--- config.mk ---
export PLATFORM = sky130hd
export DESIGN_NAME = vertex_2d_transform_core
export DESIGN_NICKNAME = d
export VERILOG_FILES = /design/src/hdl/v2t_pkg.sv /design/src/hdl/v2t_lane.sv /design/src/hdl/vertex_2d_transform_core.sv
export SDC_FILE = /design/constraint.sdc
export NUM_CORES = 2
export LEC_CHECK = 0
export BUFFER_PORTS_ARGS = -buffer_cell sky130_fd_sc_hd__buf_2
export CAP_MARGIN = 10
export CORE_MARGIN = 8
export CORE_UTILIZATION = 60
export DETAILED_ROUTE_END_ITERATION = 8
export PLACE_DENSITY = 0.76
export REMOVE_ABC_BUFFERS = 1
export SLEW_MARGIN = 20
export SYNTH_ARGS = -nofsm -noshare
export SYNTH_HDL_FRONTEND = slang
export SYNTH_SLANG_ARGS = --single-unit
--- constraint.sdc ---
create_clock -name clk -period 9.61 [get_ports clk]
set_input_delay 0.4805 -clock clk [delete_from_list [all_inputs] [get_ports clk]]
set_output_delay 0.4805 -clock clk [all_outputs]
set_load 0.02 [all_outputs]
--- src/hdl/v2t_pkg.sv ---
`default_nettype none

package v2t_pkg;

    localparam int CFG_IDX_W  = 3;
    localparam int CFG_DATA_W = 16;

    typedef struct packed {
        logic signed [15:0] in_x;
        logic signed [15:0] in_y;
        logic               in_last;
    } vertex_in_t;

    typedef struct packed {
        logic signed [15:0] out_x;
        logic signed [15:0] out_y;
        logic               out_last;
        logic               clipped;
    } vertex_out_t;

    typedef enum logic [2:0] {
        REG_MODE         = 3'd0,
        REG_OFFSET_X     = 3'd1,
        REG_OFFSET_Y     = 3'd2,
        REG_ANGLE_DEG    = 3'd3,
        REG_FACTOR_X     = 3'd4,
        REG_FACTOR_Y     = 3'd5,
        REG_REFLECT_KIND = 3'd6,
        REG_SHEAR_KIND   = 3'd7
    } reg_idx_t;

    typedef enum logic [2:0] {
        MODE_TRANSLATE = 3'd0,
        MODE_ROTATE    = 3'd1,
        MODE_SCALE     = 3'd2,
        MODE_REFLECT   = 3'd3,
        MODE_SHEAR     = 3'd4
    } mode_t;

    typedef enum logic [2:0] {
        REFL_ORIGIN    = 3'd0,
        REFL_X_AXIS    = 3'd1,
        REFL_Y_AXIS    = 3'd2,
        REFL_DIAG      = 3'd3,
        REFL_ANTIDIAG  = 3'd4,
        REFL_NONE      = 3'd5
    } reflect_t;

    typedef enum logic [1:0] {
        SHIFT_NONE = 2'd0,
        SHIFT_Q8   = 2'd1,
        SHIFT_TRIG = 2'd2
    } shift_t;

    localparam int SHEAR_X_BIT = 0;
    localparam int SHEAR_Y_BIT = 1;

    localparam logic [2:0]         MODE_RESET    = 3'd0;
    localparam logic signed [15:0] OFFSET_RESET  = 16'sd0;
    localparam logic [8:0]         ANGLE_RESET   = 9'd0;
    localparam logic signed [15:0] FACTOR_RESET  = 16'sd256;
    localparam logic [2:0]         REFLECT_RESET = 3'd5;
    localparam logic [1:0]         SHEAR_RESET   = 2'd0;

    localparam logic [63:0] PI_Q30 = 64'd3373259426;

    // Q1.frac sine of d degrees, 0 <= d <= 90, from a Q30 Taylor series
    function automatic logic [16:0] sin_quarter(input int unsigned d, input int unsigned frac);
        logic [63:0]        x;
        logic [63:0]        x2;
        logic [63:0]        mag;
        logic signed [63:0] sum;
        logic signed [63:0] r;
        logic signed [63:0] one;
        begin
            x   = (64'(d) * PI_Q30) / 64'd180;
            x2  = (x * x) >> 30;
            mag = x;
            sum = $signed(x);
            mag = ((mag * x2) >> 30) / 64'd6;
            sum = sum - $signed(mag);
            mag = ((mag * x2) >> 30) / 64'd20;
            sum = sum + $signed(mag);
            mag = ((mag * x2) >> 30) / 64'd42;
            sum = sum - $signed(mag);
            mag = ((mag * x2) >> 30) / 64'd72;
            sum = sum + $signed(mag);
            mag = ((mag * x2) >> 30) / 64'd110;
            sum = sum - $signed(mag);
            mag = ((mag * x2) >> 30) / 64'd156;
            sum = sum + $signed(mag);
            mag = ((mag * x2) >> 30) / 64'd210;
            sum = sum - $signed(mag);
            mag = ((mag * x2) >> 30) / 64'd272;
            sum = sum + $signed(mag);
            if (sum < 0)
            begin
                sum = 64'sd0;
            end
            r   = (sum + (64'sd1 <<< (29 - frac))) >>> (30 - frac);
            one = 64'sd1 <<< frac;
            if (r > one)
            begin
                r = one;
            end
            return r[16:0];
        end
    endfunction

endpackage

`default_nettype wire

--- src/hdl/v2t_lane.sv ---
`default_nettype none

module v2t_lane #(
    parameter int AW   = 17,
    parameter int BW   = 16,
    parameter int SW   = 35,
    parameter int FRAC = 14
) (
    input  logic                  clk,
    input  logic signed [AW-1:0]  a1,
    input  logic signed [BW-1:0]  b1,
    input  logic signed [AW-1:0]  a2,
    input  logic signed [BW-1:0]  b2,
    input  logic signed [SW-1:0]  k,
    input  v2t_pkg::shift_t       shift,
    output logic signed [15:0]    value,
    output logic                  clip
);
    import v2t_pkg::*;

    localparam int PW = AW + BW;
    localparam logic signed [SW-1:0] BIAS_Q8   = SW'(255);
    localparam logic signed [SW-1:0] BIAS_TRIG = SW'((1 << FRAC) - 1);
    localparam logic signed [SW-1:0] MAX_V     = SW'(32767);
    localparam logic signed [SW-1:0] MIN_V     = -SW'(32768);

    logic signed [PW-1:0] p1_reg;
    logic signed [PW-1:0] p2_reg;
    logic signed [SW-1:0] k_reg;
    shift_t               shift_s3_reg;
    logic signed [SW-1:0] sum_reg;
    shift_t               shift_s4_reg;
    logic signed [SW-1:0] biased;
    logic signed [SW-1:0] shifted;
    logic signed [15:0]   value_reg;
    logic signed [15:0]   value_next;
    logic                 clip_reg;
    logic                 clip_next;

    always_ff @(posedge clk)
    begin
        p1_reg       <= a1 * b1;
        p2_reg       <= a2 * b2;
        k_reg        <= k;
        shift_s3_reg <= shift;
        sum_reg      <= SW'(p1_reg) + SW'(p2_reg) + k_reg;
        shift_s4_reg <= shift_s3_reg;
        value_reg    <= value_next;
        clip_reg     <= clip_next;
    end

    // round toward zero: bias negative values before the arithmetic shift
    always_comb
    begin
        biased  = sum_reg;
        shifted = sum_reg;
        case (shift_s4_reg)
            SHIFT_NONE:
            begin
                shifted = sum_reg;
            end
            SHIFT_Q8:
            begin
                biased  = sum_reg + (sum_reg[SW-1] ? BIAS_Q8 : '0);
                shifted = biased >>> 8;
            end
            SHIFT_TRIG:
            begin
                biased  = sum_reg + (sum_reg[SW-1] ? BIAS_TRIG : '0);
                shifted = biased >>> FRAC;
            end
            default:
            begin
                shifted = sum_reg;
            end
        endcase

        if (shifted > MAX_V)
        begin
            value_next = 16'sh7fff;
            clip_next  = 1'b1;
        end
        else if (shifted < MIN_V)
        begin
            value_next = 16'sh8000;
            clip_next  = 1'b1;
        end
        else
        begin
            value_next = shifted[15:0];
            clip_next  = 1'b0;
        end
    end

    assign value = value_reg;
    assign clip  = clip_reg;

endmodule

`default_nettype wire

--- src/hdl/vertex_2d_transform_core.sv ---
`default_nettype none

// 2D affine vertex transform.
// Configuration: write cfg_data into register cfg_index while cfg_we is high;
// registers are mode, offset x/y, angle, factor x/y, reflect kind, shear kind.
// Write them only while no vertex is in flight.
// Input: a vertex transaction is taken at each clock edge with start high and
// busy low. busy stays low, so one vertex can be taken every cycle.
// Output: each result shows on result for exactly one cycle with done high;
// results come in input order. The receiver cannot stall.
// Pipeline: operand select with sine/cosine lookup, two multipliers per axis,
// sum, then round toward zero and saturate; one vertex per cycle sustained.
// TRIG_FRAC_BITS sets the Q1.F precision of the sine/cosine table.
// Reset clears the pipeline valid bits and loads the default configuration:
// translate, zero offsets and angle, unit factors, no reflection, no shear.

module vertex_2d_transform_core #(
    parameter int TRIG_FRAC_BITS = 14
) (
    input  logic                                clk,
    input  logic                                rst_n,
    input  logic                                start,
    output logic                                busy,
    input  v2t_pkg::vertex_in_t                 item,
    output logic                                done,
    output v2t_pkg::vertex_out_t                result,
    input  logic                                cfg_we,
    input  logic [v2t_pkg::CFG_IDX_W-1:0]       cfg_index,
    input  logic [v2t_pkg::CFG_DATA_W-1:0]      cfg_data
);
    import v2t_pkg::*;

    localparam int F  = TRIG_FRAC_BITS;
    localparam int AW = 17;
    localparam int BW = (F + 2 > 16) ? F + 2 : 16;
    localparam int SW = AW + BW + 2;

    localparam logic signed [BW-1:0] B_ONE     = BW'(1);
    localparam logic signed [BW-1:0] B_NEG_ONE = -BW'(1);
    localparam logic signed [BW-1:0] B_Q8_ONE  = BW'(256);

    typedef struct packed {
        logic [6:0] idx;
        logic       neg;
    } fold_t;

    logic [2:0]         mode_reg;
    logic signed [15:0] offset_x_reg;
    logic signed [15:0] offset_y_reg;
    logic [8:0]         angle_reg;
    logic signed [15:0] factor_x_reg;
    logic signed [15:0] factor_y_reg;
    logic [2:0]         reflect_reg;
    logic [1:0]         shear_reg;

    logic               s1_valid_reg;
    vertex_in_t         s1_item_reg;
    logic               s2_valid_reg;
    logic               s2_last_reg;
    logic               s3_valid_reg;
    logic               s3_last_reg;
    logic               s4_valid_reg;
    logic               s4_last_reg;
    logic               done_reg;
    logic               out_last_reg;

    logic signed [AW-1:0] s2_ax1_reg, s2_ax2_reg, s2_ay1_reg, s2_ay2_reg;
    logic signed [BW-1:0] s2_bx1_reg, s2_bx2_reg, s2_by1_reg, s2_by2_reg;
    logic signed [SW-1:0] s2_kx_reg, s2_ky_reg;
    shift_t               s2_shx_reg, s2_shy_reg;

    logic signed [AW-1:0] ax1_next, ax2_next, ay1_next, ay2_next;
    logic signed [BW-1:0] bx1_next, bx2_next, by1_next, by2_next;
    logic signed [SW-1:0] kx_next, ky_next;
    shift_t               shx_next, shy_next;

    logic [F:0]           sin_tab [0:90];
    logic [8:0]           ang;
    logic [9:0]           ang90;
    logic [8:0]           ang_c;
    fold_t                fold_s;
    fold_t                fold_c;
    logic signed [F+1:0]  sin_val;
    logic signed [F+1:0]  cos_val;
    logic signed [AW-1:0] x17, y17, dx, dy;

    logic signed [15:0]   val_x, val_y;
    logic                 clip_x, clip_y;

    for (genvar g = 0; g <= 90; g++)
    begin : g_sin
        localparam logic [16:0] V = sin_quarter(g, F);
        assign sin_tab[g] = V[F:0];
    end

    function automatic fold_t fold(input logic [8:0] d);
        fold_t f;
        begin
            if (d <= 9'd90)
            begin
                f.idx = d[6:0];
                f.neg = 1'b0;
            end
            else if (d <= 9'd180)
            begin
                f.idx = 7'(9'd180 - d);
                f.neg = 1'b0;
            end
            else if (d <= 9'd270)
            begin
                f.idx = 7'(d - 9'd180);
                f.neg = 1'b1;
            end
            else
            begin
                f.idx = 7'(9'd360 - d);
                f.neg = 1'b1;
            end
            return f;
        end
    endfunction

    always_ff @(posedge clk or negedge rst_n)
    begin
        if (!rst_n)
        begin
            mode_reg     <= MODE_RESET;
            offset_x_reg <= OFFSET_RESET;
            offset_y_reg <= OFFSET_RESET;
            angle_reg    <= ANGLE_RESET;
            factor_x_reg <= FACTOR_RESET;
            factor_y_reg <= FACTOR_RESET;
            reflect_reg  <= REFLECT_RESET;
            shear_reg    <= SHEAR_RESET;
        end
        else if (cfg_we)
        begin
            case (reg_idx_t'(cfg_index))
                REG_MODE:         mode_reg     <= cfg_data[2:0];
                REG_OFFSET_X:     offset_x_reg <= cfg_data;
                REG_OFFSET_Y:     offset_y_reg <= cfg_data;
                REG_ANGLE_DEG:    angle_reg    <= cfg_data[8:0];
                REG_FACTOR_X:     factor_x_reg <= cfg_data;
                REG_FACTOR_Y:     factor_y_reg <= cfg_data;
                REG_REFLECT_KIND: reflect_reg  <= cfg_data[2:0];
                REG_SHEAR_KIND:   shear_reg    <= cfg_data[1:0];
                default:          ;
            endcase
        end
    end

    always_ff @(posedge clk or negedge rst_n)
    begin
        if (!rst_n)
        begin
            s1_valid_reg <= 1'b0;
            s2_valid_reg <= 1'b0;
            s3_valid_reg <= 1'b0;
            s4_valid_reg <= 1'b0;
            done_reg     <= 1'b0;
        end
        else
        begin
            s1_valid_reg <= start && !busy;
            s2_valid_reg <= s1_valid_reg;
            s3_valid_reg <= s2_valid_reg;
            s4_valid_reg <= s3_valid_reg;
            done_reg     <= s4_valid_reg;
        end
    end

    always_ff @(posedge clk)
    begin
        s1_item_reg  <= item;
        s2_last_reg  <= s1_item_reg.in_last;
        s3_last_reg  <= s2_last_reg;
        s4_last_reg  <= s3_last_reg;
        out_last_reg <= s4_last_reg;
        s2_ax1_reg   <= ax1_next;
        s2_ax2_reg   <= ax2_next;
        s2_ay1_reg   <= ay1_next;
        s2_ay2_reg   <= ay2_next;
        s2_bx1_reg   <= bx1_next;
        s2_bx2_reg   <= bx2_next;
        s2_by1_reg   <= by1_next;
        s2_by2_reg   <= by2_next;
        s2_kx_reg    <= kx_next;
        s2_ky_reg    <= ky_next;
        s2_shx_reg   <= shx_next;
        s2_shy_reg   <= shy_next;
    end

    always_comb
    begin
        ang     = (angle_reg >= 9'd360) ? angle_reg - 9'd360 : angle_reg;
        ang90   = {1'b0, ang} + 10'd90;
        ang_c   = (ang90 >= 10'd360) ? 9'(ang90 - 10'd360) : ang90[8:0];
        fold_s  = fold(ang);
        fold_c  = fold(ang_c);
        sin_val = fold_s.neg ? -$signed({1'b0, sin_tab[fold_s.idx]})
                             : $signed({1'b0, sin_tab[fold_s.idx]});
        cos_val = fold_c.neg ? -$signed({1'b0, sin_tab[fold_c.idx]})
                             : $signed({1'b0, sin_tab[fold_c.idx]});
        x17     = AW'(s1_item_reg.in_x);
        y17     = AW'(s1_item_reg.in_y);
        dx      = x17 - AW'(offset_x_reg);
        dy      = y17 - AW'(offset_y_reg);

        ax1_next = x17;
        bx1_next = B_ONE;
        ax2_next = '0;
        bx2_next = '0;
        kx_next  = '0;
        shx_next = SHIFT_NONE;
        ay1_next = y17;
        by1_next = B_ONE;
        ay2_next = '0;
        by2_next = '0;
        ky_next  = '0;
        shy_next = SHIFT_NONE;

        case (mode_reg)
            MODE_TRANSLATE:
            begin
                kx_next = SW'(offset_x_reg);
                ky_next = SW'(offset_y_reg);
            end
            MODE_ROTATE:
            begin
                ax1_next = dx;
                bx1_next = BW'(cos_val);
                ax2_next = dy;
                bx2_next = -BW'(sin_val);
                kx_next  = SW'(offset_x_reg) <<< F;
                shx_next = SHIFT_TRIG;
                ay1_next = dx;
                by1_next = BW'(sin_val);
                ay2_next = dy;
                by2_next = BW'(cos_val);
                ky_next  = SW'(offset_y_reg) <<< F;
                shy_next = SHIFT_TRIG;
            end
            MODE_SCALE:
            begin
                bx1_next = BW'(factor_x_reg);
                shx_next = SHIFT_Q8;
                by1_next = BW'(factor_y_reg);
                shy_next = SHIFT_Q8;
            end
            MODE_REFLECT:
            begin
                case (reflect_reg)
                    REFL_ORIGIN:
                    begin
                        bx1_next = B_NEG_ONE;
                        by1_next = B_NEG_ONE;
                    end
                    REFL_X_AXIS:
                    begin
                        by1_next = B_NEG_ONE;
                    end
                    REFL_Y_AXIS:
                    begin
                        bx1_next = B_NEG_ONE;
                    end
                    REFL_DIAG:
                    begin
                        ax1_next = y17;
                        ay1_next = x17;
                    end
                    REFL_ANTIDIAG:
                    begin
                        ax1_next = y17;
                        bx1_next = B_NEG_ONE;
                        ay1_next = x17;
                        by1_next = B_NEG_ONE;
                    end
                    default:
                    begin
                        bx1_next = B_ONE;
                    end
                endcase
            end
            MODE_SHEAR:
            begin
                if (shear_reg[SHEAR_X_BIT])
                begin
                    bx1_next = B_Q8_ONE;
                    ax2_next = y17;
                    bx2_next = BW'(factor_x_reg);
                    shx_next = SHIFT_Q8;
                end
                if (shear_reg[SHEAR_Y_BIT])
                begin
                    by1_next = B_Q8_ONE;
                    ay2_next = x17;
                    by2_next = BW'(factor_y_reg);
                    shy_next = SHIFT_Q8;
                end
            end
            default:
            begin
                kx_next = '0;
            end
        endcase
    end

    v2t_lane #(
        .AW   (AW),
        .BW   (BW),
        .SW   (SW),
        .FRAC (F)
    ) u_lane_x (
        .clk   (clk),
        .a1    (s2_ax1_reg),
        .b1    (s2_bx1_reg),
        .a2    (s2_ax2_reg),
        .b2    (s2_bx2_reg),
        .k     (s2_kx_reg),
        .shift (s2_shx_reg),
        .value (val_x),
        .clip  (clip_x)
    );

    v2t_lane #(
        .AW   (AW),
        .BW   (BW),
        .SW   (SW),
        .FRAC (F)
    ) u_lane_y (
        .clk   (clk),
        .a1    (s2_ay1_reg),
        .b1    (s2_by1_reg),
        .a2    (s2_ay2_reg),
        .b2    (s2_by2_reg),
        .k     (s2_ky_reg),
        .shift (s2_shy_reg),
        .value (val_y),
        .clip  (clip_y)
    );

    assign busy = 1'b0;
    assign done = done_reg;

    always_comb
    begin
        result.out_x    = val_x;
        result.out_y    = val_y;
        result.out_last = out_last_reg;
        result.clipped  = clip_x | clip_y;
    end

endmodule

`default_nettype wire

==> flow_summary.json <==
{
  "cts_resized": 0,
  "worst-slew-pin-transition_ps": 1010,
  "final_util_pct": 64.5,
  "avgSynthCellArea_sq_um": 9.01,
  "core_sq_um": 122000,
  "worst_setup_path_start_kind": "flop",
  "synthMuxAreaShare_pct": 1.23,
  "synth_seq_cells": 620,
  "fin_cells": 9842,
  "finalHoldViolations": 0,
  "reg2reg_slack_ps": 1300,
  "ant_nets": 0,
  "cpPeakStageDelay_ps": 590,
  "hold_start": "cfg_data[14]",
  "rows": 128,
  "grt_pass1_wl_mm": 335,
  "io_pins": 92,
  "wl_mm": 211,
  "place_inst": 9661,
  "grt_start_max_net_pins": 74,
  "synth_adder_area_share_pct": 39.7,
  "numCtsBuffers": 71,
  "finClkSkew_ps": 31.7,
  "min_period_over_period_pct": 86.4,
  "drc": 0,
  "ys_warn_count": 0,
  "whs_path_depth": 3,
  "dieWidth_um": 367,
  "synth_compound_area_share_pct": 11.9,
  "ys_types": 127,
  "slowest_stage": "a2111o_1",
  "syn_inst": 8195,
  "async_flop_share_pct": 13.9,
  "synth_edf_count": 0,
  "crit_top_cell": "ha_1",
  "report.final.slew_viol_count": 0,
  "cts_htree_levels": 3,
  "crit_arrival_ps": 8870,
  "routedWlPerCell_um": 21.4,
  "area_delta_synth_final_pct": 6.51,
  "clkTransAtPathRegs_ps": 60,
  "rsz0062_at_grt": "no",
  "synth_ff_type": "dfxtp_1",
  "fin_setup_tns_ps": 0,
  "dr.first_iter.drc_count": 5497,
  "maxSlewHeadroom_pct": 31.1,
  "fmax_ghz": 0.120,
  "cts.path.max_buffers": 3,
  "track_usage_pct": 31.2,
  "fin_nets": 9881,
  "outcome": "complete, no violations",
  "synth_xor_xnor_area_share_pct": 4.86,
  "rr_startpoint": "angle_reg[4]",
  "r2r-end": "s2_bx1_reg[15]",
  "fin_crit_ps": 8310,
  "r2r_cells": 29,
  "die_h_um": 367,
  "criticalPathCategory": "reg2reg",
  "final_area_sq_um": 78600,
  "worstSkewPairLatency_ps": 680,
  "setup_violations": 0,
  "numPortBuffers": 90,
  "cts.sink_count": 620,
  "gr-total-overflow": 0,
  "num_vias": 58400,
  "whs_endpoint": "offset_y_reg[14]",
  "synth_area_sq_um": 73800,
  "worst-path-max-fanout": 11,
  "nFillCells": 9992,
  "ys_seq_area_share_pct": 17.4,
  "worstHoldPathType": "in2reg",
  "initial_core_util_pct": 60.6,
  "drv_cap": 0,
  "layout-drive-gt1-share_pct": 6.02,
  "hpwlAfterDp_mm": 168,
  "grt_pass1_vias": 60800,
  "place_area_sq_um": 75700,
  "cts_tree": "done",
  "drtPass1Iterations": 6,
  "crit_path_end_kind": "flop",
  "critPathRequiredTime_ps": 10170,
  "place_congestion": 0.966,
  "synth_top_family_by_area": "adder cells",
  "fp.dieArea_sq_um": 135000,
  "vias_per_cell": 5.94,
  "cts_root_buf": "clkbuf_16",
  "yosys.area_share.simple_pct": 16.0,
  "grt_antenna_before_repair": 20
}
==> cell usage after synthesis, drive strengths merged (24+ instances only) <==
| library cell | instances | area, sq um |
|---|---|---|
| nand2b | 96 | 601 |
| mux2 | 57 | 642 |
| a211oi | 47 | 380 |
| ha | 568 | 7110 |
| o21bai | 81 | 608 |
| o21ai | 251 | 1260 |
| nand3 | 134 | 676 |
| xnor2 | 324 | 2850 |
| a21o | 82 | 616 |
| or3 | 39 | 249 |
| nand4 | 30 | 200 |
| dfxtp | 534 | 10700 |
| clkbuf | 295 | 1110 |
| nor3 | 158 | 842 |
| a221oi | 24 | 210 |
| dfrtp | 82 | 2050 |
| a31oi | 51 | 319 |
| nor2 | 311 | 1190 |
| a221o | 53 | 531 |
| xor2 | 84 | 736 |
| o31ai | 28 | 229 |
| and2 | 464 | 2900 |
| and3 | 48 | 305 |
| a21oi | 297 | 1500 |
| inv | 1351 | 5070 |
| buf | 61 | 384 |
| o211ai | 39 | 308 |
| o21a | 36 | 270 |
| fa | 1111 | 22200 |
| nand2 | 1025 | 3850 |
| nor2b | 35 | 219 |
==> metrics by stage <==
step	setup WS [ps]	hold WS, ps
after floorplan	1630	185
after global placement	1460	310
after detailed placement	1360	312
after CTS	1350	102
after global routing	801	146
final	1300	164
==> how the worst max path moves through the flow <==
| stage | startpoint | endpoint | slack [ps] |
|---|---|---|---|
| 4_1_cts | angle_reg[4] | s2_bx1_reg[15] | 1350 |
| 3_3_place_gp | angle_reg[4] | s2_bx1_reg[15] | 1460 |
| 2_1_floorplan | angle_reg[3] | s2_bx1_reg[14] | 1630 |
| 5_1_grt | angle_reg[4] | s2_bx1_reg[10] | 800 |
| 6_report | angle_reg[4] | s2_bx1_reg[15] | 1300 |
| 3_5_place_dp | angle_reg[4] | s2_bx1_reg[15] | 1360 |
==> repair_timing <==
item,in CTS,in global routing
setup endpoints to repair,0,0
buffers inserted,0,0
hold buffers,35,0
hold endpoints to repair,48,0
==> worst max-delay path, delay by kind of cell, from the launching register on <==
kind                       cells  cell delay (ps)
xor gates and xnor gates       1              210
AOI/OAI and AO/OA             13             3570
muxes                          1              400
DFF                            1              550
and+or+nand+nor                7             1740
buffers and inverters          3              460
adders and majority gates      4             1260
==> layout make-up <==
cell class	count	area, sq um	area share, %
Multi-Input combinational cell	5866	54500	69.3
Clock buffer	90	1960	2.49
Tap cell	1625	2030	2.59
Timing Repair Buffer	234	1660	2.11
Sequential cell	620	12800	16.3
Inverter	1353	5080	6.46
Clock inverter	41	532	0.676
Antenna cell	13	32.5	0.0414
==> layout by cell type, fill, tap and decap left out, types with 96 or more instances in the layout <==
cell	netlist	final
nand2_1	1024	1023
nand3_1	133	133
ha_1	568	568
a21oi_1	293	293
nand2b_1	96	96
xnor2_1	322	322
buf_4	17	107
and2_1	464	464
fa_1	1111	1111
dfxtp_1	534	534
nor2_1	307	304
nor3_1	149	147
o21ai_0	228	227
inv_1	1346	1346
==> logic make-up after synthesis <==
| family | Yosys count |
|---|---|
| other cells | 1 |
| fa+ha+maj | 1679 |
| flops | 620 |
| mux | 80 |
| compound gates | 1263 |
| xor+xnor | 408 |
| buf+inv | 1709 |
| simple gates | 2435 |
==> metal layers <==
metal  GRT usage (%)  vias to the layer above  share of wire, %
li1                -                    26300                 -
met1            41.3                    28900                40
met2            49.6                     2664                45
met3            6.62                      549               9.6
met4            13.4                       12               4.9
met5               0                        -             0.036
Power is not shown: default switching activity piles up to over one toggle a cycle in this logic, so the estimate is an artifact.
